$ cat config.mk
export PLATFORM = sky130hd
export DESIGN_NAME = led_breathing_pwm_controller_unit
export DESIGN_NICKNAME = d
export VERILOG_FILES = /design/src/lbp_pkg.sv /design/src/lbp_cfg_regs.sv /design/src/lbp_in_stage.sv /design/src/lbp_core.sv /design/src/led_breathing_pwm_controller_unit.sv
export SDC_FILE = /design/constraint.sdc
export NUM_CORES = 1
export LEC_CHECK = 0
export BUFFER_PORTS_ARGS = -buffer_cell sky130_fd_sc_hd__buf_4
export CORE_MARGIN = 2
export CORE_UTILIZATION = 38
export DETAILED_ROUTE_END_ITERATION = 10
export GPL_ROUTABILITY_DRIVEN = 0
export PLACE_DENSITY_LB_ADDON = 0.08
export SYNTH_ARGS = -nofsm -noshare
export SYNTH_HDL_FRONTEND = slang
export SYNTH_HIERARCHICAL = 1
export SYNTH_SLANG_ARGS = --single-unit
$ cat constraint.sdc
create_clock -name clk_i -period 4.6 [get_ports clk_i]
set_input_delay 0.23 -clock clk_i [delete_from_list [all_inputs] [get_ports clk_i]]
set_output_delay 0.23 -clock clk_i [all_outputs]
set_load 0.005 [all_outputs]
$ cat src/lbp_pkg.sv
// ----------------------------------------------------------------------------
// lbp_pkg
// Shared types and constants of the LED breathing PWM controller.
// ----------------------------------------------------------------------------
package lbp_pkg;

  // widths of the data paths
  localparam int unsigned CountWidth = 16;
  localparam int unsigned DutyWidth  = 16;
  localparam int unsigned CfgIdxWidth = 1;
  localparam int unsigned CmpWidth   = (CountWidth > DutyWidth) ? CountWidth : DutyWidth;

  // configuration register reset values
  localparam logic [DutyWidth-1:0] ResolutionReset = DutyWidth'(100);
  localparam logic [DutyWidth-1:0] DutyStepReset   = DutyWidth'(2);

  // configuration register indexes
  localparam logic [CfgIdxWidth-1:0] RegResolution = CfgIdxWidth'(0);
  localparam logic [CfgIdxWidth-1:0] RegDutyStep   = CfgIdxWidth'(1);

  // event kinds carried by one item
  typedef enum logic [1:0] {
    EvSlot   = 2'd0,
    EvStep   = 2'd1,
    EvToggle = 2'd2,
    EvButton = 2'd3
  } kind_e;

  // one input item
  typedef struct packed {
    kind_e kind;
    logic  button_level;
  } item_t;

  // one result item
  typedef struct packed {
    logic                 first_led;
    logic                 second_led;
    logic                 breathing_led;
    logic                 active_mode;
    logic [DutyWidth-1:0] duty_level;
  } result_t;

  // configuration values seen by the core
  typedef struct packed {
    logic [DutyWidth-1:0] resolution;
    logic [DutyWidth-1:0] duty_step;
  } cfg_t;

endpackage

$ cat src/lbp_cfg_regs.sv
// ----------------------------------------------------------------------------
// lbp_cfg_regs
// Configuration registers: PWM resolution and duty step.
// ----------------------------------------------------------------------------
module lbp_cfg_regs import lbp_pkg::*; (
  input  logic                   clk_i,
  input  logic                   rst_ni,
  input  logic                   wr_en_i,
  input  logic [CfgIdxWidth-1:0] wr_index_i,
  input  logic [DutyWidth-1:0]   wr_data_i,
  output cfg_t                   cfg_o
);

  logic [DutyWidth-1:0] resolution_q;
  logic [DutyWidth-1:0] duty_step_q;

  // register write decode
  always_ff @(posedge clk_i or negedge rst_ni) begin
    if (!rst_ni) begin
      resolution_q <= ResolutionReset;
      duty_step_q  <= DutyStepReset;
    end else if (wr_en_i) begin
      unique case (wr_index_i)
        RegResolution: resolution_q <= wr_data_i;
        RegDutyStep:   duty_step_q  <= wr_data_i;
        default: ;
      endcase
    end
  end

  assign cfg_o.resolution = resolution_q;
  assign cfg_o.duty_step  = duty_step_q;

endmodule

$ cat src/lbp_in_stage.sv
// ----------------------------------------------------------------------------
// lbp_in_stage
// Input register: holds one accepted item until the core consumes it.
// ----------------------------------------------------------------------------
module lbp_in_stage import lbp_pkg::*; (
  input  logic  clk_i,
  input  logic  rst_ni,
  input  logic  in_valid_i,
  output logic  in_ready_o,
  input  item_t item_i,
  input  logic  consume_i,
  output logic  valid_o,
  output item_t item_o
);

  logic  valid_q;
  logic  valid_d;
  item_t item_q;

  // free when empty or when the held item leaves this cycle
  assign in_ready_o = !valid_q || consume_i;

  always_comb begin
    valid_d = valid_q;
    if (in_ready_o) begin
      valid_d = in_valid_i;
    end
  end

  always_ff @(posedge clk_i or negedge rst_ni) begin
    if (!rst_ni) begin
      valid_q <= 1'b0;
    end else begin
      valid_q <= valid_d;
    end
  end

  // payload register
  always_ff @(posedge clk_i) begin
    if (in_valid_i && in_ready_o) begin
      item_q <= item_i;
    end
  end

  assign valid_o = valid_q;
  assign item_o  = item_q;

endmodule

$ cat src/lbp_core.sv
// ----------------------------------------------------------------------------
// lbp_core
// Controller state and its single-pass update for one event.
// ----------------------------------------------------------------------------
module lbp_core import lbp_pkg::*; (
  input  logic    clk_i,
  input  logic    rst_ni,
  input  logic    advance_i,
  input  item_t   item_i,
  input  cfg_t    cfg_i,
  output result_t result_o
);

  logic                  mode_q, mode_d;
  logic                  phase_q, phase_d;
  logic [DutyWidth-1:0]  duty_q, duty_d;
  logic [CountWidth-1:0] slot_q, slot_d;
  logic                  ramp_up_q, ramp_up_d;
  logic                  led_one_q, led_one_d;
  logic                  led_two_q, led_two_d;
  logic                  breath_q, breath_d;

  logic [CountWidth-1:0] slot_inc;
  logic [DutyWidth:0]    duty_sum;

  assign slot_inc = slot_q + CountWidth'(1);
  assign duty_sum = {1'b0, duty_q} + {1'b0, cfg_i.duty_step};

  // next state for the current event
  always_comb begin
    mode_d    = mode_q;
    phase_d   = phase_q;
    duty_d    = duty_q;
    slot_d    = slot_q;
    ramp_up_d = ramp_up_q;
    led_one_d = led_one_q;
    led_two_d = led_two_q;
    breath_d  = breath_q;
    unique case (item_i.kind)
      EvSlot: begin
        if (mode_q) begin
          if (CmpWidth'(slot_inc) >= CmpWidth'(cfg_i.resolution)) begin
            slot_d = '0;
          end else begin
            slot_d = slot_inc;
          end
          breath_d = CmpWidth'(slot_d) < CmpWidth'(duty_q);
        end
      end
      EvStep: begin
        if (mode_q) begin
          if (ramp_up_q) begin
            if (duty_sum >= {1'b0, cfg_i.resolution}) begin
              duty_d    = cfg_i.resolution;
              ramp_up_d = 1'b0;
            end else begin
              duty_d = duty_sum[DutyWidth-1:0];
            end
          end else begin
            if (duty_q <= cfg_i.duty_step) begin
              duty_d    = '0;
              ramp_up_d = 1'b1;
            end else begin
              duty_d = duty_q - cfg_i.duty_step;
            end
          end
        end
      end
      EvToggle: begin
        if (!mode_q) begin
          phase_d   = ~phase_q;
          led_one_d = phase_q;
          led_two_d = ~phase_q;
        end
      end
      EvButton: begin
        if (item_i.button_level) begin
          duty_d    = '0;
          slot_d    = '0;
          ramp_up_d = 1'b1;
          breath_d  = 1'b0;
          mode_d    = ~mode_q;
          if (mode_q) begin
            // back to the alternating animation
            phase_d   = 1'b0;
            led_one_d = 1'b1;
            led_two_d = 1'b0;
          end else begin
            // into breathing, alternating LEDs dark
            led_one_d = 1'b0;
            led_two_d = 1'b0;
          end
        end
      end
      default: ;
    endcase
  end

  // state registers
  always_ff @(posedge clk_i or negedge rst_ni) begin
    if (!rst_ni) begin
      mode_q    <= 1'b0;
      phase_q   <= 1'b0;
      duty_q    <= '0;
      slot_q    <= '0;
      ramp_up_q <= 1'b1;
      led_one_q <= 1'b1;
      led_two_q <= 1'b0;
      breath_q  <= 1'b0;
    end else if (advance_i) begin
      mode_q    <= mode_d;
      phase_q   <= phase_d;
      duty_q    <= duty_d;
      slot_q    <= slot_d;
      ramp_up_q <= ramp_up_d;
      led_one_q <= led_one_d;
      led_two_q <= led_two_d;
      breath_q  <= breath_d;
    end
  end

  // outputs as they stand after the event
  assign result_o.first_led     = led_one_d;
  assign result_o.second_led    = led_two_d;
  assign result_o.breathing_led = breath_d;
  assign result_o.active_mode   = mode_d;
  assign result_o.duty_level    = duty_d;

endmodule

$ cat src/led_breathing_pwm_controller_unit.sv
// ----------------------------------------------------------------------------
// led_breathing_pwm_controller_unit
// Alternating-LED / PWM breathing controller driven by one event per item.
// ----------------------------------------------------------------------------
// Input channel (in_valid_i/in_ready_o) carries one event per item: PWM slot
// tick, breathing step tick, toggle tick or button event with its level.
// Output channel (out_valid_o/out_ready_i) returns one item per event with
// the LED drive levels, the active mode and the current duty.
// Configuration channel (cfg_valid_i/cfg_ready_o) writes resolution
// (index 0) or duty step (index 1); it is always ready and is meant to be
// used while no item is in flight.
// Path: an accepted item passes the input register, then the core logic, then
// the result register. Throughput is one item per cycle while the receiver
// takes each result; the whole state update is one pass through the core
// logic.
// Reset puts the block in toggle mode with the first LED lit, duty zero,
// both registers at their default values and both channels empty.
// A stalled receiver holds the result register; the input register then
// takes one more item and in_ready_o drops until the result is taken.
// ----------------------------------------------------------------------------
module led_breathing_pwm_controller_unit import lbp_pkg::*; (
  input  logic                   clk_i,
  input  logic                   rst_ni,
  input  logic                   in_valid_i,
  output logic                   in_ready_o,
  input  logic [1:0]             kind_i,
  input  logic                   button_level_i,
  output logic                   out_valid_o,
  input  logic                   out_ready_i,
  output logic                   first_led_o,
  output logic                   second_led_o,
  output logic                   breathing_led_o,
  output logic                   active_mode_o,
  output logic [DutyWidth-1:0]   duty_level_o,
  input  logic                   cfg_valid_i,
  output logic                   cfg_ready_o,
  input  logic [CfgIdxWidth-1:0] cfg_index_i,
  input  logic [DutyWidth-1:0]   cfg_data_i
);

  cfg_t    cfg;
  item_t   in_item;
  item_t   held_item;
  logic    held_valid;
  logic    advance;
  result_t result;
  result_t result_q;
  logic    out_valid_q;

  assign cfg_ready_o = 1'b1;

  lbp_cfg_regs u_cfg (
    .clk_i      (clk_i),
    .rst_ni     (rst_ni),
    .wr_en_i    (cfg_valid_i),
    .wr_index_i (cfg_index_i),
    .wr_data_i  (cfg_data_i),
    .cfg_o      (cfg)
  );

  assign in_item.kind         = kind_e'(kind_i);
  assign in_item.button_level = button_level_i;

  lbp_in_stage u_in (
    .clk_i      (clk_i),
    .rst_ni     (rst_ni),
    .in_valid_i (in_valid_i),
    .in_ready_o (in_ready_o),
    .item_i     (in_item),
    .consume_i  (advance),
    .valid_o    (held_valid),
    .item_o     (held_item)
  );

  // held item moves on when the result register is free
  assign advance = held_valid && (!out_valid_q || out_ready_i);

  lbp_core u_core (
    .clk_i     (clk_i),
    .rst_ni    (rst_ni),
    .advance_i (advance),
    .item_i    (held_item),
    .cfg_i     (cfg),
    .result_o  (result)
  );

  // result register
  always_ff @(posedge clk_i or negedge rst_ni) begin
    if (!rst_ni) begin
      out_valid_q <= 1'b0;
    end else if (advance) begin
      out_valid_q <= 1'b1;
    end else if (out_ready_i) begin
      out_valid_q <= 1'b0;
    end
  end

  always_ff @(posedge clk_i) begin
    if (advance) begin
      result_q <= result;
    end
  end

  assign out_valid_o     = out_valid_q;
  assign first_led_o     = result_q.first_led;
  assign second_led_o    = result_q.second_led;
  assign breathing_led_o = result_q.breathing_led;
  assign active_mode_o   = result_q.active_mode;
  assign duty_level_o    = result_q.duty_level;

endmodule

==> flow_summary_export.csv, run 1 <==
group,metric,value,unit
worst_setup_path,slowest_delay,0.49,ns
cts,cts_root_buf,"clkbuf_16",
drt,via_count,6288,
drt,wl_per_cell,19.38,um
global_routing,grt_usage,0.2104,
floorplan,dieArea,0.02132,mm^2
placed_design,place.detailed.hpwl,17110,um
sta,final.min_clock_period,4.457,ns
synth,synth_edf_count,23,
drt,wl_met2,10640,um
placed_design,numPortBuffers,46,
worst_setup_path,cp_max_fo,9,
synth,synth_area,0.007662,mm^2
layout,design_area,0.008932,mm^2
layout,syn2layout_area_growth,16.57,%
drt,wl_met1,10280,um
synth,synthDistinctLibCells,97,
power,total_power,5.503,mW
drt,drtPass1Iterations,5,
drt,ant_nets,0,
layout,antenna_cells,0,
global_routing,antenna_found_initial,0,
drt,dr.first_iter.drc_count,453,
placed_design,dp_cells,1122,
synth,synth_fp_nets,915,
worst_hold_path,hold_class,"in2async",
sta,worst_slack,0.1435,ns
flow_run,cap_viol_max_count,0,
placed_design,pre_cts_ws,-0.1495,ns
cts,cts_buffers,9,
synth,synth-main-ff-cell,"dfrtp_1",
worst_setup_path,end_kind,"flip-flop",
worst_setup_path,crit_buf_inv,1,
global_routing,grt_max_degree,73,
worst_setup_path,worstPathArrival,4.57,ns
synth,synth_top_area_share,0.2155,
global_routing,grt_pass1_vias,6251,
layout,final_cells,1148,
sta,finalHoldViolCount,0,
synth,synthArstFlopShare,0.7579,
power,cellPowerDensity,616.1,mW/mm^2
floorplan,fp.coreArea,0.01965,mm^2
synth,synthCells,804,
synth,yosysWarnings,6,
cts,clk_pin_slew,0.07,ns
worst_setup_path,crit_slowest_cell,"o41a_2",
synth,ys_ff_latch,95,
synth,synth_area_leader_cell,"dfrtp_1",
synth,avgSynthCellArea,9.530,um^2
floorplan,die_x,146,um
sta,skew,0.008463,ns
cts,cts_tree,"built",
floorplan,pin_count,48,
floorplan,die_y,146,um
sta,clock.fmax,224.4,MHz
drt,drt-total-wl,22250,um
floorplan,rows,51,
synth,yosysSeqAreaShare,0.3263,
drt,dr_wl_met3,734,um
drt,drc,0,
placed_design,dpl_cell_area,0.008386,mm^2
sta,slew_headroom,0.3210,
floorplan,initial_core_util,0.3899,
worst_setup_path,crit_type,"reg2reg",
cts,cts_htree_levels,3,
status,outcome,"finished clean",
sta,setup_viol,0,
sta,tightest_slew,1.015,ns
worst_setup_path,start_kind,"flip-flop",
global_routing,grt_pass1_wl,35110,um
synth,netlist_top_cells_area,"dfrtp_1, ha_1, edfxtp_1",
worst_setup_path,crit_chain,"ha_2 > fa_2 > nand2b_1 > a221oi_2 > o41a_2 > a21o_1 > mux2i_2 > nand2_1 > ha_4 > nand4_1 > o221a_2 > o221a_4 > and3_4 > buf_6 > and3_1 > a311o_1 > a22o_1",
sta,drv_slew,0,
drt,viasPerCell,5.477,
cts,clk_latency,0.37,ns
layout,layout-drive-gt1-share,0.2605,
cts,cts_buffer_depth,2,
layout,finalCoreUtilization,0.4545,
worst_setup_path,critPathTopFamily,"compound AO/OA/AOI/OAI gates",
layout,num-nets-final,989,
worst_setup_path,required,4.72,ns
power,vdd_ir_drop_max,0.3079,mV
power,p_leak,4.108,nW
drt,top_layer_used,"met4",
global_routing,grt.overflow.total,0,
sta,period_share,0.9688,
cts,cts_num_sinks,95,
-- worst paths after layout --
check / start / to / slack, ns / depth (start not counted)
worst min-delay path: rst_ni / u_cfg/resolution_q[11] / 0.02 / 1
worst max-delay path: u_cfg/duty_step_q[0] / duty_level_o[3] / 0.14 / 17
worst min register to register: out_valid_o / out_valid_o / 0.52 / 2
min in group clk_i: button_level_i / u_in/item_o[0] / 0.04 / 1
max in group asynchronous: rst_ni / u_core/slot_q[1] / 3.87 / 1
worst max register to register: u_cfg/duty_step_q[0] / duty_level_o[3] / 0.14 / 17
-- flip-flops by register name, summed over array words and instances (netlist names) --
| register | cells |
|---|---|
| u_core/led_two_q | 1 |
| second_led_o | 1 |
| u_core/led_one_q | 1 |
| out_valid_o | 1 |
| u_in/item_o | 3 |
| u_core/slot_q | 16 |
| active_mode_o | 1 |
| breathing_led_o | 1 |
| u_cfg/duty_step_q | 16 |
| duty_level_o | 16 |
| u_core/breath_q | 1 |
| u_in/valid_o | 1 |
| first_led_o | 1 |
| u_core/ramp_up_q | 1 |
| u_core/duty_q | 16 |
| u_core/mode_q | 1 |
| u_cfg/resolution_q | 16 |
| u_core/phase_q | 1 |
-- kinds of logic after synthesis --
group,count (synthesis),synth area share
other,1,0.0004894
xor gates and xnor gates,35,0.04001
adders and majority gates,86,0.1424
buffers and inverters,120,0.08132
DFF,95,0.3263
and+or+nand+nor,226,0.1574
muxes,40,0.06352
AOI/OAI and AO/OA,201,0.1886
-- cell usage in the layout, fill, tap and decap left out, drive strengths merged, types with 4 or more instances in the layout --
cell,n
nand2b,12
ha,84
nand4,17
mux2i,4
nand2,52
buf,105
xor2,15
a22o,9
a211oi,7
and2,5
o21ai,54
mux2,36
a31oi,7
edfxtp,23
a21o,7
a221o,4
dfrtp,66
o21a,9
nor3b,5
nor3,18
xnor2,20
a221oi,5
o31ai,4
nor2b,15
o22ai,8
nand3,19
a21oi,34
and3,8
nor2,52
nor4,5
a211o,6
dfstp,6
clkbuf,10
o211ai,5
inv,81
-- stage by stage --
step	setup TNS (ns)	hold slack [ns]
2_1_floorplan	0	-0.06559
3_3_place_gp	-0.04390	0.4114
3_5_place_dp	-0.1616	0.4099
4_1_cts	-0.01169	0.02715
5_1_grt	-0.04752	0.02916
6_report	0	0.02330
-- worst register-to-register path: stages, from the launching register on --
cell and delay, ns:
dfrtp_1 0.39, ha_2 0.20, fa_2 0.34, nand2b_1 0.12, a221oi_2 0.08, o41a_2 0.49, a21o_1 0.23, mux2i_2 0.24
nand2_1 0.13, ha_4 0.29, nand4_1 0.15, o221a_2 0.30, o221a_4 0.24, and3_4 0.21, buf_6 0.14, and3_1 0.17
a311o_1 0.29, a22o_1 0.20
-- report_power, final --
group          internal [mW]  switching [mW]  total [mW]
Clock                  0.376           0.374       0.750
Sequential              1.09           0.238        1.33
Combinational           1.51            1.91        3.42
-- cell usage after synthesis (4+ instances only) --
| master | number |
|---|---|
| o21a_1 | 9 |
| mux2_4 | 11 |
| nor3_1 | 17 |
| a31oi_1 | 6 |
| ha_1 | 84 |
| inv_1 | 76 |
| clkbuf_8 | 5 |
| nand2b_1 | 11 |
| a211o_1 | 5 |
| o31ai_1 | 4 |
| a21oi_1 | 34 |
| mux2_2 | 25 |
| nand2_1 | 48 |
| a22o_1 | 9 |
| nor3b_1 | 5 |
| dfstp_2 | 6 |
| buf_2 | 8 |
| and3_1 | 6 |
| o21ai_0 | 53 |
| edfxtp_1 | 23 |
| a21o_1 | 7 |
| nand2_2 | 4 |
| nand4_1 | 17 |
| mux2i_1 | 4 |
| buf_4 | 9 |
| and2_1 | 4 |
| xor2_1 | 15 |
| xnor2_1 | 20 |
| nor2_1 | 52 |
| clkbuf_1 | 9 |
| a211oi_1 | 7 |
| dfrtp_1 | 66 |
| o22ai_1 | 8 |
| o211ai_1 | 5 |
| nor2b_1 | 14 |
| nand3_1 | 18 |
| buf_6 | 8 |
-- per-layer routing --
metal | global-route usage | up-vias
li1 | - | 3053
met1 | 0.2804 | 3068
met2 | 0.3505 | 134
met3 | 0.02727 | 33
met4 | 0.07621 | 0
met5 | 0 | -
-- what timing repair did --
item / in CTS / in global routing
setup endpoints to repair: 6 / 22
hold buffers: 0 / 0
buffers inserted: 0 / 10
gates resized for setup: 4 / 35
pin swaps: 0 / 20
-- cell type report --
| type | instances | area (um^2) |
|---|---|---|
| Clock inverter | 6 | 52.55 |
| Sequential cell | 95 | 2502 |
| Fill cell | 1957 | 10720 |
| Inverter | 78 | 295.3 |
| Multi-Input combinational cell | 589 | 4730 |
| Tap cell | 265 | 331.6 |
| Timing Repair Buffer | 105 | 792.0 |
| Clock buffer | 10 | 229.0 |
Power figures use the tool's default switching activity.
==> inputs of run 2 (changes only) <==
--- a/config.mk
+++ b/config.mk
@@ -7,7 +7,7 @@
 export LEC_CHECK = 0
 export BUFFER_PORTS_ARGS = -buffer_cell sky130_fd_sc_hd__buf_4
 export CORE_MARGIN = 2
-export CORE_UTILIZATION = 38
+export CORE_UTILIZATION = 35
 export DETAILED_ROUTE_END_ITERATION = 10
 export GPL_ROUTABILITY_DRIVEN = 0
 export PLACE_DENSITY_LB_ADDON = 0.08
==> run 2 against run 1 <==
Net effect:
- fmax fell by 2.4%
- critical path type unchanged
- design area rose by 2.5%
- die area rose by 8.3%
- cell count rose by 1.6%
- clock-buffer cell count did not move
- largest cell class unchanged
==> flow_summary_export.csv, run 2 (same netlist as run 1, synthesis figures left out) <==
group,metric,value,unit
status,outcome,"finished clean",
drt,dr.first_iter.drc_count,418,
cts,cts_root_buf,"clkbuf_16",
cts,cts_tree,"built",
sta,tightest_slew,0.9930,ns
worst_setup_path,r2r-start,"u_cfg/duty_step_q[0]",
cts,hold_buffers,0,
worst_setup_path,worstPathArrival,4.67,ns
sta,final.min_clock_period,4.568,ns
sta,final.setup.tns,0,ns
layout,final_cells,1166,
layout,final_common_cell,"buf_4",
worst_hold_path,hold_class,"in2async",
sta,skew,0.01123,ns
drt,ant_nets,0,
cts,cts_num_sinks,95,
floorplan,pin_count,48,
power,vdd_ir_drop_max,0.2782,mV
cts,cts_buffers,9,
worst_setup_path,cp_max_fo,16,
sta,drv_slew,0,
sta,rsz0062_at_grt,"yes",
drt,drc,0,
worst_setup_path,end_kind,"flip-flop",
sta,clock.fmax,218.9,MHz
sta,worst_slack,0.03230,ns
layout,num-nets-final,992,
floorplan,die_x,152.0,um
layout,fillerInstances,2084,
worst_setup_path,crit_buf_inv,1,
floorplan,dieArea,0.02309,mm^2
drt,wl_per_cell,19.48,um
sta,period_share,0.9930,
worst_setup_path,slowest_delay,0.51,ns
worst_setup_path,required,4.70,ns
cts,clk_pin_slew,0.07,ns
global_routing,grt_pass1_wl,35590,um
placed_design,numPortBuffers,46,
drt,via_count,6394,
worst_setup_path,start_kind,"flip-flop",
global_routing,grt_usage,0.1933,
layout,layout-drive-gt1-share,0.2833,
global_routing,antenna_found_initial,0,
global_routing,grt_pass1_vias,6468,
placed_design,pre_cts_ws,-0.1810,ns
drt,drt-total-wl,22720,um
cts,clk_latency,0.36,ns
floorplan,rows,54,
global_routing,grt.overflow.total,0,
worst_setup_path,critPathTopFamily,"compound AO/OA/AOI/OAI gates",
sta,slew_headroom,0.3380,
global_routing,grt_max_degree,73,
drt,drtPass1Iterations,5,
layout,syn2layout_area_growth,19.46,%
worst_setup_path,crit_slowest_cell,"o41a_4",
floorplan,fp.coreArea,0.02169,mm^2
power,p_leak,4.195,nW
sta,finalHoldViolCount,0,
sta,setup_viol,0,
power,cellPowerDensity,644.5,mW/mm^2
layout,multi_input_area,0.004893,mm^2
layout,antenna_cells,0,
drt,viasPerCell,5.484,
cts,cts_buffer_depth,2,
placed_design,dp_cells,1130,
worst_setup_path,crit_chain,"ha_2 > fa_2 > nand2b_4 > a221oi_4 > o41a_4 > a21o_4 > mux2i_4 > nand2_2 > ha_4 > nand4_1 > buf_4 > a2111o_1 > and3_4 > and3_1 > a311o_1 > a22o_1",
placed_design,place.detailed.hpwl,17110,um
floorplan,die_y,152.0,um
floorplan,initial_core_util,0.3533,
worst_setup_path,crit_type,"reg2reg",
layout,seqCellArea,0.002502,mm^2
cts,cts_htree_levels,3,
worst_setup_path,cp-startpoint,"u_cfg/duty_step_q[0]",
layout,mostFrequentLayoutCells,"buf_4, ha_1, inv_1, dfrtp_1, o21ai_0",
flow_run,cap_viol_max_count,0,
run 2: cell count changes in the layout (fill, tap and decap cells not counted), sizes merged:
cell	change
inv	+1
clkinvlp	-2
clkinv	+1
buf	+3
run 2: repair_timing:
| action | CTS | global route |
|---|---|---|
| hold endpoints to repair | 0 | 0 |
| setup endpoints to repair | 13 | 25 |
| setup buffers | 8 | 13 |
| resized for setup | 8 | 53 |
| pin swaps | 2 | 17 |
run 2: path summary, 6_finish.rpt:
check                                               to  slack, ns  depth (start not counted)
worst max-delay path                   duty_level_o[3]       0.03                         16
worst min-delay path            u_cfg/resolution_q[11]       0.04                          1
max in group asynchronous             u_core/slot_q[5]       3.85                          1
min in group clk_i                      u_in/item_o[0]       0.05                          1
worst max register to register         duty_level_o[3]       0.03                         16
worst min register to register         u_core/breath_q       0.51                          2
run 2: cell type report:
class / instances / area share
repair buffers: 108 / 0.08857
clock inverters: 6 / 0.006834
well taps: 280 / 0.03827
multi-input cells: 589 / 0.5346
inverters: 78 / 0.03226
flip-flops and latches: 95 / 0.2734
clock buffers: 10 / 0.02611
run 2: where the power goes:
| group | total (mW) | internal [mW] | switching [mW] |
|---|---|---|---|
| clock network | 0.780 | 0.398 | 0.382 |
| logic | 3.77 | 1.70 | 2.08 |
| registers | 1.35 | 1.09 | 0.252 |
| total | 5.90 | 3.19 | 2.71 |
run 2: metrics by stage:
step	hold slack [ns]	area [um^2]	util	power [mW]
2_1_floorplan	-0.06559	7671	-	3.644
3_3_place_gp	0.4102	8364	0.3857	4.560
3_5_place_dp	0.4112	8364	0.3857	4.582
4_1_cts	0.03257	8762	0.4040	5.513
5_1_grt	0.02928	9154	0.4221	6.313
6_report	0.04114	9154	0.4221	5.900
run 2: worst register-to-register path, stage by stage, from the launching register on:
cell and delay, ns:
dfrtp_1 0.39, ha_2 0.21, fa_2 0.42, nand2b_4 0.10
a221oi_4 0.07, o41a_4 0.51, a21o_4 0.27, mux2i_4 0.20
nand2_2 0.10, ha_4 0.29, nand4_1 0.14, buf_4 0.18
a2111o_1 0.42, and3_4 0.27, and3_1 0.20, a311o_1 0.31
a22o_1 0.24
run 2: routing by layer:
metal,track usage,part of all wire,wire (um)
met5,0,0,0
met1,0.2624,0.47,10640
met2,0.3138,0.47,10620
met3,0.02310,0.031,706
met4,0.07833,0.033,752
